--- config.mk ---
export PLATFORM = sky130hd
export DESIGN_NAME = bosu_cell
export DESIGN_NICKNAME = d
export VERILOG_FILES = /design/src/design/bosu_pkg.sv /design/src/design/bosu_cell.sv
export SDC_FILE = /design/constraint.sdc
export NUM_CORES = 1
export LEC_CHECK = 0
export ABC_AREA = 0
export CAP_MARGIN = 30
export CORE_AREA = 2 2 141 143
export DETAILED_ROUTE_END_ITERATION = 7
export DIE_AREA = 0 0 143 145
export DONT_BUFFER_PORTS = 1
export PLACE_DENSITY = 0.51
export SLEW_MARGIN = 5
export SYNTH_ARGS = -nofsm -noshare
export SYNTH_HDL_FRONTEND = slang
export SYNTH_SLANG_ARGS = --single-unit
export TNS_END_PERCENT = 20
--- constraint.sdc ---
create_clock -name clk -period 7 [get_ports clk]
set_input_delay 0.35 -clock clk [delete_from_list [all_inputs] [get_ports clk]]
set_output_delay 0.35 -clock clk [all_outputs]
set_load 0.1 [all_outputs]
--- src/design/bosu_pkg.sv ---
// shared types, constants and helpers for the box overlap suppression unit
// no dependencies
package bosu_pkg;

  localparam int COORD_BITS    = 12;
  localparam int MAX_BOXES_DEF = 64;
  localparam int SCORE_W       = 16;
  localparam int THR_W         = 16;
  localparam int AREA_W        = 2 * COORD_BITS;
  localparam int KEY_W         = (AREA_W > SCORE_W) ? AREA_W : SCORE_W;
  localparam int CFG_IDX_W     = 1;
  localparam int CFG_DATA_W    = 16;

  // register indexes of the configuration port
  localparam logic [CFG_IDX_W-1:0] REG_OVERLAP_THR = 1'd0;
  localparam logic [CFG_IDX_W-1:0] REG_ORDER_MODE  = 1'd1;

  localparam logic [THR_W-1:0] OVERLAP_THR_RST = 16'd22938;

  // 0.82 and 0.18 in q16
  localparam logic [15:0] CONTAIN_Q16 = 16'd53740;
  localparam logic [13:0] CENTER_Q16  = 14'd11796;

  typedef struct packed {
    logic [COORD_BITS-1:0] box_x;
    logic [COORD_BITS-1:0] box_y;
    logic [COORD_BITS-1:0] box_w;
    logic [COORD_BITS-1:0] box_h;
    logic [SCORE_W-1:0]    score;
    logic                  last_box;
  } box_in_t;

  typedef struct packed {
    logic [COORD_BITS-1:0] kept_x;
    logic [COORD_BITS-1:0] kept_y;
    logic [COORD_BITS-1:0] kept_w;
    logic [COORD_BITS-1:0] kept_h;
    logic [SCORE_W-1:0]    kept_score;
    logic                  final_kept;
    logic                  dropped_excess;
  } kept_out_t;

  // one stored box with its precomputed area
  typedef struct packed {
    logic [COORD_BITS-1:0] x;
    logic [COORD_BITS-1:0] y;
    logic [COORD_BITS-1:0] w;
    logic [COORD_BITS-1:0] h;
    logic [SCORE_W-1:0]    score;
    logic [AREA_W-1:0]     area;
  } entry_t;

  // controls broadcast to every cell of the chain
  typedef struct packed {
    logic load_en;
    logic sort_en;
    logic phase;
    logic shift_en;
    logic by_area;
  } cell_ctl_t;

  function automatic logic [KEY_W-1:0] key_of(input entry_t e, input logic by_area);
    key_of = by_area ? KEY_W'(e.area) : KEY_W'(e.score);
  endfunction

endpackage

--- src/design/bosu_cell.sv ---
// one cell of the box chain: holds a box, sorts against its neighbors, shifts out
// depends on bosu_pkg
module bosu_cell #(
  parameter int MAX_BOXES = bosu_pkg::MAX_BOXES_DEF,
  parameter int IDX = 0,
  localparam int CntW = $clog2(MAX_BOXES + 1)
) (
  input  logic               clk,
  input  bosu_pkg::cell_ctl_t ctl,
  input  logic [CntW-1:0]    count,
  input  bosu_pkg::entry_t   load_data,
  input  bosu_pkg::entry_t   left_entry,
  input  bosu_pkg::entry_t   right_entry,
  input  logic               left_lt,
  output logic               lt_out,
  output bosu_pkg::entry_t   entry
);
  import bosu_pkg::*;

  localparam logic [CntW-1:0] IDX_C  = CntW'(IDX);
  localparam logic [CntW-1:0] NEXT_C = CntW'(IDX + 1);
  localparam logic            ODD    = (IDX % 2) == 1;

  entry_t cur;
  logic   left_role;

  assign entry     = cur;
  assign lt_out    = key_of(cur, ctl.by_area) < key_of(right_entry, ctl.by_area);
  assign left_role = (ODD == ctl.phase);

  // load at own slot, compare-exchange with the partner, or shift toward the head
  always_ff @(posedge clk) begin
    if (ctl.load_en && count == IDX_C) begin
      cur <= load_data;
    end else if (ctl.sort_en) begin
      if (left_role && NEXT_C < count && lt_out) begin
        cur <= right_entry;
      end else if (!left_role && IDX_C < count && left_lt) begin
        cur <= left_entry;
      end
    end else if (ctl.shift_en) begin
      cur <= right_entry;
    end
  end

endmodule

==> out/metrics.cfg <==
[outcome]
status=finished clean

[critical_path]
critPathCaptureType=output port
worst_setup_path_start_kind=flip-flop
required_ps=6650
crit_path_max_fanout=89
arrival_ps=3990
critical_path_class=reg2out

[global_route]
grt_max_degree=91
grt_overflow=0
grt.met3_usage_pct=6.964
grt-busiest-layer=met2
grt_pass1_vias=6195
track_usage_pct=23.44
antenna_found_initial=3
met2_usage_pct=39.35
grt_pass1_wl_um=37450
use_met1_pct=27.77

[synth]
yosys.area.top_type_share_pct=38.19
ys_types=37
syn-num-nets=1042
ys_ff_latch=88
yosysWarnings=0
avgSynthCellArea_um2=9.338
netlist_area_um2=6919
synthCells=741
yosysSeqAreaShare_pct=38.19
synth.top_cells.by_area=edfxtp_1, o311ai_0, nor3b_1, o211ai_1, a21oi_1
yosys.area.top_type=edfxtp_1

[floorplanning]
num_io_pins=367
design.core.area_um2=19210
die_area_um2=20740
initial_core_util_pct=36.02
die_w_um=143
fp-row-count=51
fp.dieH_um=145

[clock_tree]
cts_buffers=9
cts-root-buf=clkbuf_16
cts_buffer_depth=2
cts_tree=built
post-cts-setup-buffer-count=0
postCtsResizedCells=0
insertion_delay_ps=340
clock-sinks=88
clk_pin_slew_ps=60
h-tree-depth=3
ctsHoldBuffers=0

[placed_design]
dpl.hpwl_um=17010
portBuffers=0
post-place-ws_ps=2658
place_congestion=0.8836

[timing]
fmax_ghz=0.2303
finalSetupViolCount=0
relSlewSlack_pct=31.89
finClkSkew_ps=10.19
worst_pin_slew_ps=1022
hold_violations=0
rsz0062_at_grt=false
fin_crit_sh_pct=62.02
slew_violations=0
min_period_ps=4341
finalWorstSetupSlack_ps=2659
tns_ps=0

[cells_and_area]
layout_commonest_cell=nand2_1
area_growth_pct=6.094
final_cell_mix=nand2_1, a21oi_1, nor3b_1, edfxtp_1, o311ai_0
drive_above_1_share_pct=8.863
largest_reg_flops=88
nets=975
nFillCells=1916

[route]
dr.pass1.iters=4
viasPerCell=6.570
detail_route.iter0.violations=430
antenna_left=0
wl_per_cell_um=26.75
vias=6202
finalWirelength_um=25250
drc_errors=0

[run]
cap_violations=0

[power_and_ir_drop]
p_leak_nw=2.380
power_density_nw_per_um2=280.1
peakVddDrop_v=0.0001316

[worst_hold_path]
hold_path_class=in2reg

## cells in the mapped netlist, drive strengths merged
cell,number
a21oi,98
mux2i,15
nand4,4
nand2b,1
nor2,9
o311ai,89
and3b,1
ha,23
nand3,2
a211oi,3
clkbuf,69
nor3,1
o211ai,88
nor3b,89
nand2,104
nor4,2
inv,2
a22oi,1
o21ai,6
or3,1
mux2,15
a41oi,1
buf,20
nor2b,1
and2,8
edfxtp,88
## per-stage QoR
step                      utilization, %  hold slack [ps]  cell area, µm²  cells  total power (W)
after global routing               38.22            223.1            7341    944         0.002136
final                              38.22            229.8            7341    944         0.002056
after floorplan                        -            570.8            6923    741         0.001492
after CTS                          38.09            213.4            7316    941         0.002077
after global placement             36.43            575.8            6997    925         0.001573
after detailed placement           36.65            581.0            7039    927         0.001594
## where the power goes
| part | switching, W | internal (W) |
|---|---|---|
| Clock | 0.000204 | 0.000272 |
| Sequential | 0.000532 | 0.000684 |
| Combinational | 0.000229 | 0.000135 |
## critical path: stages (launching register included)
cell and delay (ps):
edfxtp_1 790, and2_1 350, ha_1 310, nand4_2 220, nor4_2 510, o311ai_2 240
o21ai_4 110, buf_4 720, nor2_2 80, buf_8 220
## area by class of cell
type	instances	area [µm²]	share of cell area [%]
multi-input cells	562	3955	53.88
flip-flops and latches	88	2643	36.00
well taps	265	331.6	4.517
clock buffers	10	229.0	3.119
repair buffers	11	122.6	1.670
clock inverters	4	47.55	0.6477
inverters	2	7.507	0.1023
diodes	2	5.005	0.06818
## routing by layer
layer  vias to the layer above  routed length [µm]
met1                      2946                9491
met5                         -                  13
met3                        43                2526
met4                         2                 769
li1                       2831                   -
met2                       380               12450
## worst paths after layout
check | start | end | slack, ps | cells past startpoint
worst max-delay path | entry[22] | lt_out | 2660 | 9
worst min-delay path | load_data[80] | entry[80] | 230 | 2
worst max register to register | entry[5] | entry[6] | 2670 | 10
worst min register to register | entry[19] | entry[9] | 2350 | 6
## cell families after synthesis
group	count (synthesis)	share of synthesized area, %
adder cells (fa/ha/maj)	23	4.159
buffers and inverters	91	5.407
AND/OR/NAND/NOR	223	17.92
flip-flops	88	38.19
multiplexers	30	4.611
AO/OA/AOI/OAI	286	29.71
Note: power is estimated with default switching activity, not from simulation.
