`config.mk`:
```
export PLATFORM = sky130hd
export DESIGN_NAME = bosu_merge
export DESIGN_NICKNAME = d
export VERILOG_FILES = /design/src/design/bosu_pkg.sv /design/src/design/bosu_merge.sv
export SDC_FILE = /design/constraint.sdc
export NUM_CORES = 2
export LEC_CHECK = 0
export BUFFER_PORTS_ARGS = -buffer_cell sky130_fd_sc_hd__buf_2
export CORE_ASPECT_RATIO = 0.7
export CORE_MARGIN = 5
export CORE_UTILIZATION = 50
export DETAILED_ROUTE_END_ITERATION = 10
export GPL_TIMING_DRIVEN = 0
export PLACE_DENSITY_LB_ADDON = 0.15
export RECOVER_POWER = 50
export SLEW_MARGIN = 20
export SYNTH_ARGS = -nofsm -noshare
export SYNTH_HDL_FRONTEND = slang
export SYNTH_SLANG_ARGS = --single-unit
```
`constraint.sdc`:
```
create_clock -name clk -period 20 [get_ports clk]
set_clock_uncertainty 0.15 [all_clocks]
set_input_delay 6 -clock clk [delete_from_list [all_inputs] [get_ports clk]]
set_output_delay 6 -clock clk [all_outputs]
set_load 0.02 [all_outputs]
```
`src/design/bosu_pkg.sv`:
```
// shared types, constants and helpers for the box overlap suppression unit
// no dependencies
package bosu_pkg;

  localparam int COORD_BITS    = 12;
  localparam int MAX_BOXES_DEF = 64;
  localparam int SCORE_W       = 16;
  localparam int THR_W         = 16;
  localparam int AREA_W        = 2 * COORD_BITS;
  localparam int KEY_W         = (AREA_W > SCORE_W) ? AREA_W : SCORE_W;
  localparam int CFG_IDX_W     = 1;
  localparam int CFG_DATA_W    = 16;

  // register indexes of the configuration port
  localparam logic [CFG_IDX_W-1:0] REG_OVERLAP_THR = 1'd0;
  localparam logic [CFG_IDX_W-1:0] REG_ORDER_MODE  = 1'd1;

  localparam logic [THR_W-1:0] OVERLAP_THR_RST = 16'd22938;

  // 0.82 and 0.18 in q16
  localparam logic [15:0] CONTAIN_Q16 = 16'd53740;
  localparam logic [13:0] CENTER_Q16  = 14'd11796;

  typedef struct packed {
    logic [COORD_BITS-1:0] box_x;
    logic [COORD_BITS-1:0] box_y;
    logic [COORD_BITS-1:0] box_w;
    logic [COORD_BITS-1:0] box_h;
    logic [SCORE_W-1:0]    score;
    logic                  last_box;
  } box_in_t;

  typedef struct packed {
    logic [COORD_BITS-1:0] kept_x;
    logic [COORD_BITS-1:0] kept_y;
    logic [COORD_BITS-1:0] kept_w;
    logic [COORD_BITS-1:0] kept_h;
    logic [SCORE_W-1:0]    kept_score;
    logic                  final_kept;
    logic                  dropped_excess;
  } kept_out_t;

  // one stored box with its precomputed area
  typedef struct packed {
    logic [COORD_BITS-1:0] x;
    logic [COORD_BITS-1:0] y;
    logic [COORD_BITS-1:0] w;
    logic [COORD_BITS-1:0] h;
    logic [SCORE_W-1:0]    score;
    logic [AREA_W-1:0]     area;
  } entry_t;

  // controls broadcast to every cell of the chain
  typedef struct packed {
    logic load_en;
    logic sort_en;
    logic phase;
    logic shift_en;
    logic by_area;
  } cell_ctl_t;

  function automatic logic [KEY_W-1:0] key_of(input entry_t e, input logic by_area);
    key_of = by_area ? KEY_W'(e.area) : KEY_W'(e.score);
  endfunction

endpackage

```
`src/design/bosu_merge.sv`:
```
// pipelined merge test of a candidate box against one kept box
// depends on bosu_pkg
module bosu_merge (
  input  logic                       clk,
  input  logic                       rst,
  input  logic [bosu_pkg::THR_W-1:0] thr,
  input  logic                       b_valid,
  input  bosu_pkg::entry_t           a,
  input  bosu_pkg::entry_t           b,
  output logic                       hit_valid,
  output logic                       hit,
  output logic                       busy
);
  import bosu_pkg::*;

  localparam int CB   = COORD_BITS;
  localparam int OW   = CB + 1;
  localparam int CW   = CB + 2;
  localparam int IW   = 2 * OW;
  localparam int SQW  = 2 * CW;
  localparam int D2W  = SQW + 1;
  localparam int UW   = IW + 1;
  localparam int RW   = CB + 14;
  localparam int LW   = IW + 16;
  localparam int TW   = UW + THR_W;
  localparam int MW   = AREA_W + 16;
  localparam int R2W  = 2 * RW;
  localparam int CMPW = ((D2W + 30) > R2W) ? (D2W + 30) : R2W;

  logic v1, v2, v3, v4;

  // stage 1: overlaps, center offsets, largest side
  logic [OW-1:0] xr, yb, ox, oy;
  logic [CB-1:0] xl, yt, s_c;
  logic [CW-1:0] cxa, cxb, cya, cyb, dx_c, dy_c;
  logic          ov_c;

  logic [OW-1:0]     s1_ox, s1_oy;
  logic [CW-1:0]     s1_dx, s1_dy;
  logic [CB-1:0]     s1_s;
  logic [AREA_W-1:0] s1_aa, s1_ab;
  logic              s1_ov;

  always_comb begin
    xl = (a.x > b.x) ? a.x : b.x;
    yt = (a.y > b.y) ? a.y : b.y;
    xr = ((OW'(a.x) + OW'(a.w)) < (OW'(b.x) + OW'(b.w))) ?
         (OW'(a.x) + OW'(a.w)) : (OW'(b.x) + OW'(b.w));
    yb = ((OW'(a.y) + OW'(a.h)) < (OW'(b.y) + OW'(b.h))) ?
         (OW'(a.y) + OW'(a.h)) : (OW'(b.y) + OW'(b.h));
    ov_c = (xr > OW'(xl)) && (yb > OW'(yt));
    ox = xr - OW'(xl);
    oy = yb - OW'(yt);
    cxa = {a.x, 1'b0} + CW'(a.w);
    cxb = {b.x, 1'b0} + CW'(b.w);
    cya = {a.y, 1'b0} + CW'(a.h);
    cyb = {b.y, 1'b0} + CW'(b.h);
    dx_c = (cxa >= cxb) ? (cxa - cxb) : (cxb - cxa);
    dy_c = (cya >= cyb) ? (cya - cyb) : (cyb - cya);
    s_c = (a.w > a.h) ? a.w : a.h;
    if (b.w > s_c) s_c = b.w;
    if (b.h > s_c) s_c = b.h;
  end

  always_ff @(posedge clk) begin
    s1_ox <= ox;
    s1_oy <= oy;
    s1_dx <= dx_c;
    s1_dy <= dy_c;
    s1_s  <= s_c;
    s1_aa <= a.area;
    s1_ab <= b.area;
    s1_ov <= ov_c;
  end

  // stage 2: intersection and squared offsets
  logic [IW-1:0]     s2_inter;
  logic [SQW-1:0]    s2_dx2, s2_dy2;
  logic [CB-1:0]     s2_s;
  logic [AREA_W-1:0] s2_aa, s2_ab;
  logic              s2_ov;

  always_ff @(posedge clk) begin
    s2_inter <= IW'(s1_ox) * IW'(s1_oy);
    s2_dx2   <= SQW'(s1_dx) * SQW'(s1_dx);
    s2_dy2   <= SQW'(s1_dy) * SQW'(s1_dy);
    s2_s     <= s1_s;
    s2_aa    <= s1_aa;
    s2_ab    <= s1_ab;
    s2_ov    <= s1_ov;
  end

  // stage 3: union, smaller area, distance, scaled side
  logic [UW-1:0]     s3_uni;
  logic [AREA_W-1:0] s3_mn;
  logic [D2W-1:0]    s3_d2;
  logic [RW-1:0]     s3_rhs;
  logic [IW-1:0]     s3_inter;
  logic              s3_ov, s3_snz;

  always_ff @(posedge clk) begin
    s3_uni   <= UW'(s2_aa) + UW'(s2_ab) - UW'(s2_inter);
    s3_mn    <= (s2_aa < s2_ab) ? s2_aa : s2_ab;
    s3_d2    <= D2W'(s2_dx2) + D2W'(s2_dy2);
    s3_rhs   <= RW'(CENTER_Q16) * RW'(s2_s);
    s3_inter <= s2_inter;
    s3_ov    <= s2_ov;
    s3_snz   <= s2_s != '0;
  end

  // stage 4: cross products
  logic [LW-1:0]  s4_lhs;
  logic [TW-1:0]  s4_thu;
  logic [MW-1:0]  s4_cmn;
  logic [R2W-1:0] s4_rhs2;
  logic [D2W-1:0] s4_d2;
  logic           s4_ov, s4_snz, s4_unz, s4_mnz;

  always_ff @(posedge clk) begin
    s4_lhs  <= {s3_inter, 16'd0};
    s4_thu  <= TW'(thr) * TW'(s3_uni);
    s4_cmn  <= MW'(CONTAIN_Q16) * MW'(s3_mn);
    s4_rhs2 <= R2W'(s3_rhs) * R2W'(s3_rhs);
    s4_d2   <= s3_d2;
    s4_ov   <= s3_ov;
    s4_snz  <= s3_snz;
    s4_unz  <= s3_uni != '0;
    s4_mnz  <= s3_mn != '0;
  end

  // stage 5: ratio compares and the merge decision
  logic iou, cont, cen;
  logic [63:0]     d2_wide;
  logic [CMPW-1:0] d2_sh, rhs2_c;

  always_comb begin
    d2_wide = 64'(s4_d2);
    d2_sh   = CMPW'({s4_d2, 30'd0});
    rhs2_c  = CMPW'(s4_rhs2);
    iou     = s4_unz && (TW'(s4_lhs) > s4_thu);
    cont    = s4_mnz && (LW'(s4_cmn) < s4_lhs);
    cen     = s4_snz && (d2_wide < 64'h4000_0000) && (d2_sh < rhs2_c);
  end

  always_ff @(posedge clk) begin
    hit <= s4_ov && (iou || (cont && cen));
  end

  // valid bits follow the data through the stages
  always_ff @(posedge clk) begin
    if (rst) begin
      v1 <= 1'b0;
      v2 <= 1'b0;
      v3 <= 1'b0;
      v4 <= 1'b0;
      hit_valid <= 1'b0;
    end else begin
      v1 <= b_valid;
      v2 <= v1;
      v3 <= v2;
      v4 <= v3;
      hit_valid <= v4;
    end
  end

  assign busy = v1 | v2 | v3 | v4 | hit_valid;

endmodule

```
==> flow_metrics.tcl <==
set metrics [dict create \
    status "completed" \
    cts_resized 0 \
    whs_ns 0.150 \
    max_clock_freq_ghz 0.0771 \
    cts.reportedPaths.clkPinSlew_ns 0.06 \
    netlist_area_um2 81100 \
    area_growth_pct 6.78 \
    syn_inst 8650 \
    ctsHoldBuffers 0 \
    whs_endpoint "s4_d2[6]" \
    synth_top_flop_cell "dfxtp_1" \
    rr_worst_depth 24 \
    synth_compound_area_share_pct 8.91 \
    period_needed_ns 12.97 \
    io_pins 198 \
    setup_viol 0 \
    grt_antenna_before_repair 11 \
    async_reset_ff_share_pct 0 \
    core_um2 161000 \
    ys_top_cells_by_area "fa_1, ha_1, dfxtp_1" \
    hpwl_mm 189 \
    drt_iter0_drc 4359 \
    rows 123 \
    hp-start "s3_d2[6]" \
    numCtsBuffers 58 \
    drive_above_1_share_pct 3.84 \
    clock_latency_ns 0.69 \
    critPathLaunchType "input pin" \
    maxSlewHeadroom_pct 7.71 \
    cts_tree "yes" \
    dieWidth_um 492 \
    vias 58291 \
    wl_per_cell_um 20.0 \
    cp.required_ns 20.41 \
    fin_nets 11531 \
    min_path_type "flop to flop" \
    port_buffers 152 \
    synth_edf_count 0 \
    drt-total-wl_mm 221 \
    worst_slack_ns 7.03 \
    cts_buffer_depth 3 \
    grtUsageTotal_pct 26.2 \
    hold_depth 0 \
    synth_top_family_by_area "adder cells" \
    r2r-start "s3_rhs[24]" \
    end_kind "flop" \
    yosysSeqAreaShare_pct 14.0 \
    postCtsSetupBuffers 0 \
    max-cap-violations 0 \
    worstSetupPathType "input pin to flop" \
    cts_root_buffer "clkbuf_16" \
    synth_cell_type_count 86 \
    setup-tns-final_ns 0 \
    ys_warn_count 0 \
    synth_fp_nets 11319 \
    clock_sinks 567 \
    via_per_inst 5.28 \
    grt_start_max_net_pins 19 \
    dp_slack_ns 6.53 \
    critPathArrivalTime_ns 13.38 \
    synth_most_common_cell "inv_1" \
    grt_pass1_vias 60973 \
    ys_ff_latch 567 \
    grt_overflow 0 \
    initial_core_util_pct 50.4 \
    ctsHtreeMaxLevel 2 \
    ant_nets 0 \
    r2r_end "s4_rhs2[50]" \
    dieArea_um2 171000 \
    yosysTopAreaCell "fa_1" \
    final_max_slew_viol_count 0 \
    reg2reg_slack_ns 11.04 \
    drtPass1Iterations 6 \
    ys_top_cells_by_count "inv_1, fa_1, ha_1" \
    drcViolationCount 0 \
    rsz0062_at_grt "false" \
    synth-simple-area-share_pct 11.0 \
    die_h_um 347 \
    post_synth.cell_area_avg_um2 9.38 \
    worst_pin_slew_ns 1.37 \
    grt_pass1_wl_mm 351 \
    path_max_fanout 10 \
    synthMuxAreaShare_pct 1.35 \
    period_share_pct 64.9 \
    final_hold_viol_count 0 \
    gp_congestion 0.981 \
    yosys.area_share.xor_xnor_pct 4.29 \
    yosysTopAreaCellShare_pct 32.5 \
    synthAdderAreaFrac_pct 50.3 \
]
[worst max-delay path: stages]
cell and delay (ns):
clkbuf_1 0.54, clkbuf_1 0.75, nand2_1 0.18, fa_1 0.55, inv_1 0.05, fa_1 0.48, inv_1 0.05, fa_1 0.50
inv_1 0.06, fa_1 0.54, inv_1 0.09, fa_1 0.51, fa_1 0.57, inv_1 0.06, ha_1 0.26, clkbuf_1 0.29
a21o_1 0.17, a21oi_1 0.07, and2_1 0.21, a22oi_1 0.34, a31oi_1 0.19, or3b_2 0.50, o21ai_1 0.16, xor2_1 0.24
[kinds of logic (layout without fill, tap and decap cells)]
kind of cell	count (synthesis)	count (layout)
mux	106	106
xor+xnor	397	397
simple gates	1831	1831
flops	567	567
buf+inv	2181	2440
other cells	0	5
fa+ha+maj	2474	2474
compound gates	1094	1094
[routing by layer]
metal / track usage (%) / share of wire (%)
met5: 0.0824 / 0
met1: 41.1 / 50
met3: 6.06 / 8.7
met4: 4.21 / 1.6
met2: 37.2 / 40
[cells in the final DEF, fill, tap and decap left out, types with 66 or more instances in the layout]
| cell type | instances |
|---|---|
| inv_1 | 1961 |
| fa_1 | 1316 |
| ha_1 | 1158 |
| nand2_1 | 775 |
| dfxtp_1 | 567 |
| and2_1 | 437 |
| a21oi_1 | 342 |
| xnor2_1 | 270 |
| a21o_1 | 216 |
| clkbuf_1 | 213 |
| nor2_1 | 184 |
| o21ai_0 | 164 |
| buf_2 | 158 |
| xor2_1 | 127 |
| mux2i_1 | 80 |
| nor2b_1 | 78 |
| nand4_1 | 66 |
[layout make-up]
type                    count  area, um^2
plain buffers             220         833
repair buffers            152         761
fillers                 14792       74300
multi-input cells        5902       61600
inverters                1961        7360
flip-flops and latches    567       11400
clock buffers              67        1540
diodes                      5        12.5
clock inverters            40         564
well taps                2125        2660
[state kept, by name, summed over array words and instances, names as in the netlist, 24 cells and up]
register	count
s1_aa	24
s1_ab	24
s2_aa	24
s2_ab	24
s2_dx2	27
s2_dy2	27
s2_inter	26
s3_d2	29
s3_inter	26
s3_mn	24
s3_rhs	24
s3_uni	27
s4_cmn	24
s4_d2	29
s4_lhs	26
s4_rhs2	47
s4_thu	43
[per-stage QoR]
| stage | cells | util, % | area [um^2] |
|---|---|---|---|
| floorplan | 8650 | - | 81100 |
| global placement | 10927 | 52.5 | 84600 |
| detailed placement | 10927 | 52.5 | 84600 |
| CTS | 11034 | 53.8 | 86700 |
| global route | 11034 | 53.8 | 86600 |
| finish | 11039 | 53.8 | 86600 |
[worst max path at each step]
stage                start    endpoint  slack, ns  cells after the start
floorplan           thr[1]  s4_thu[38]       8.00                     24
global placement    thr[4]  s4_thu[42]       6.53                     24
detailed placement  thr[4]  s4_thu[42]       6.53                     24
CTS                 thr[4]  s4_thu[42]       7.14                     24
global route        thr[4]  s4_thu[42]       6.75                     24
finish              thr[5]  s4_thu[38]       7.03                     24
Power is left out: the tool's default activity adds up to more than one toggle a clock period on the data nets, which glitch-free logic cannot reach.
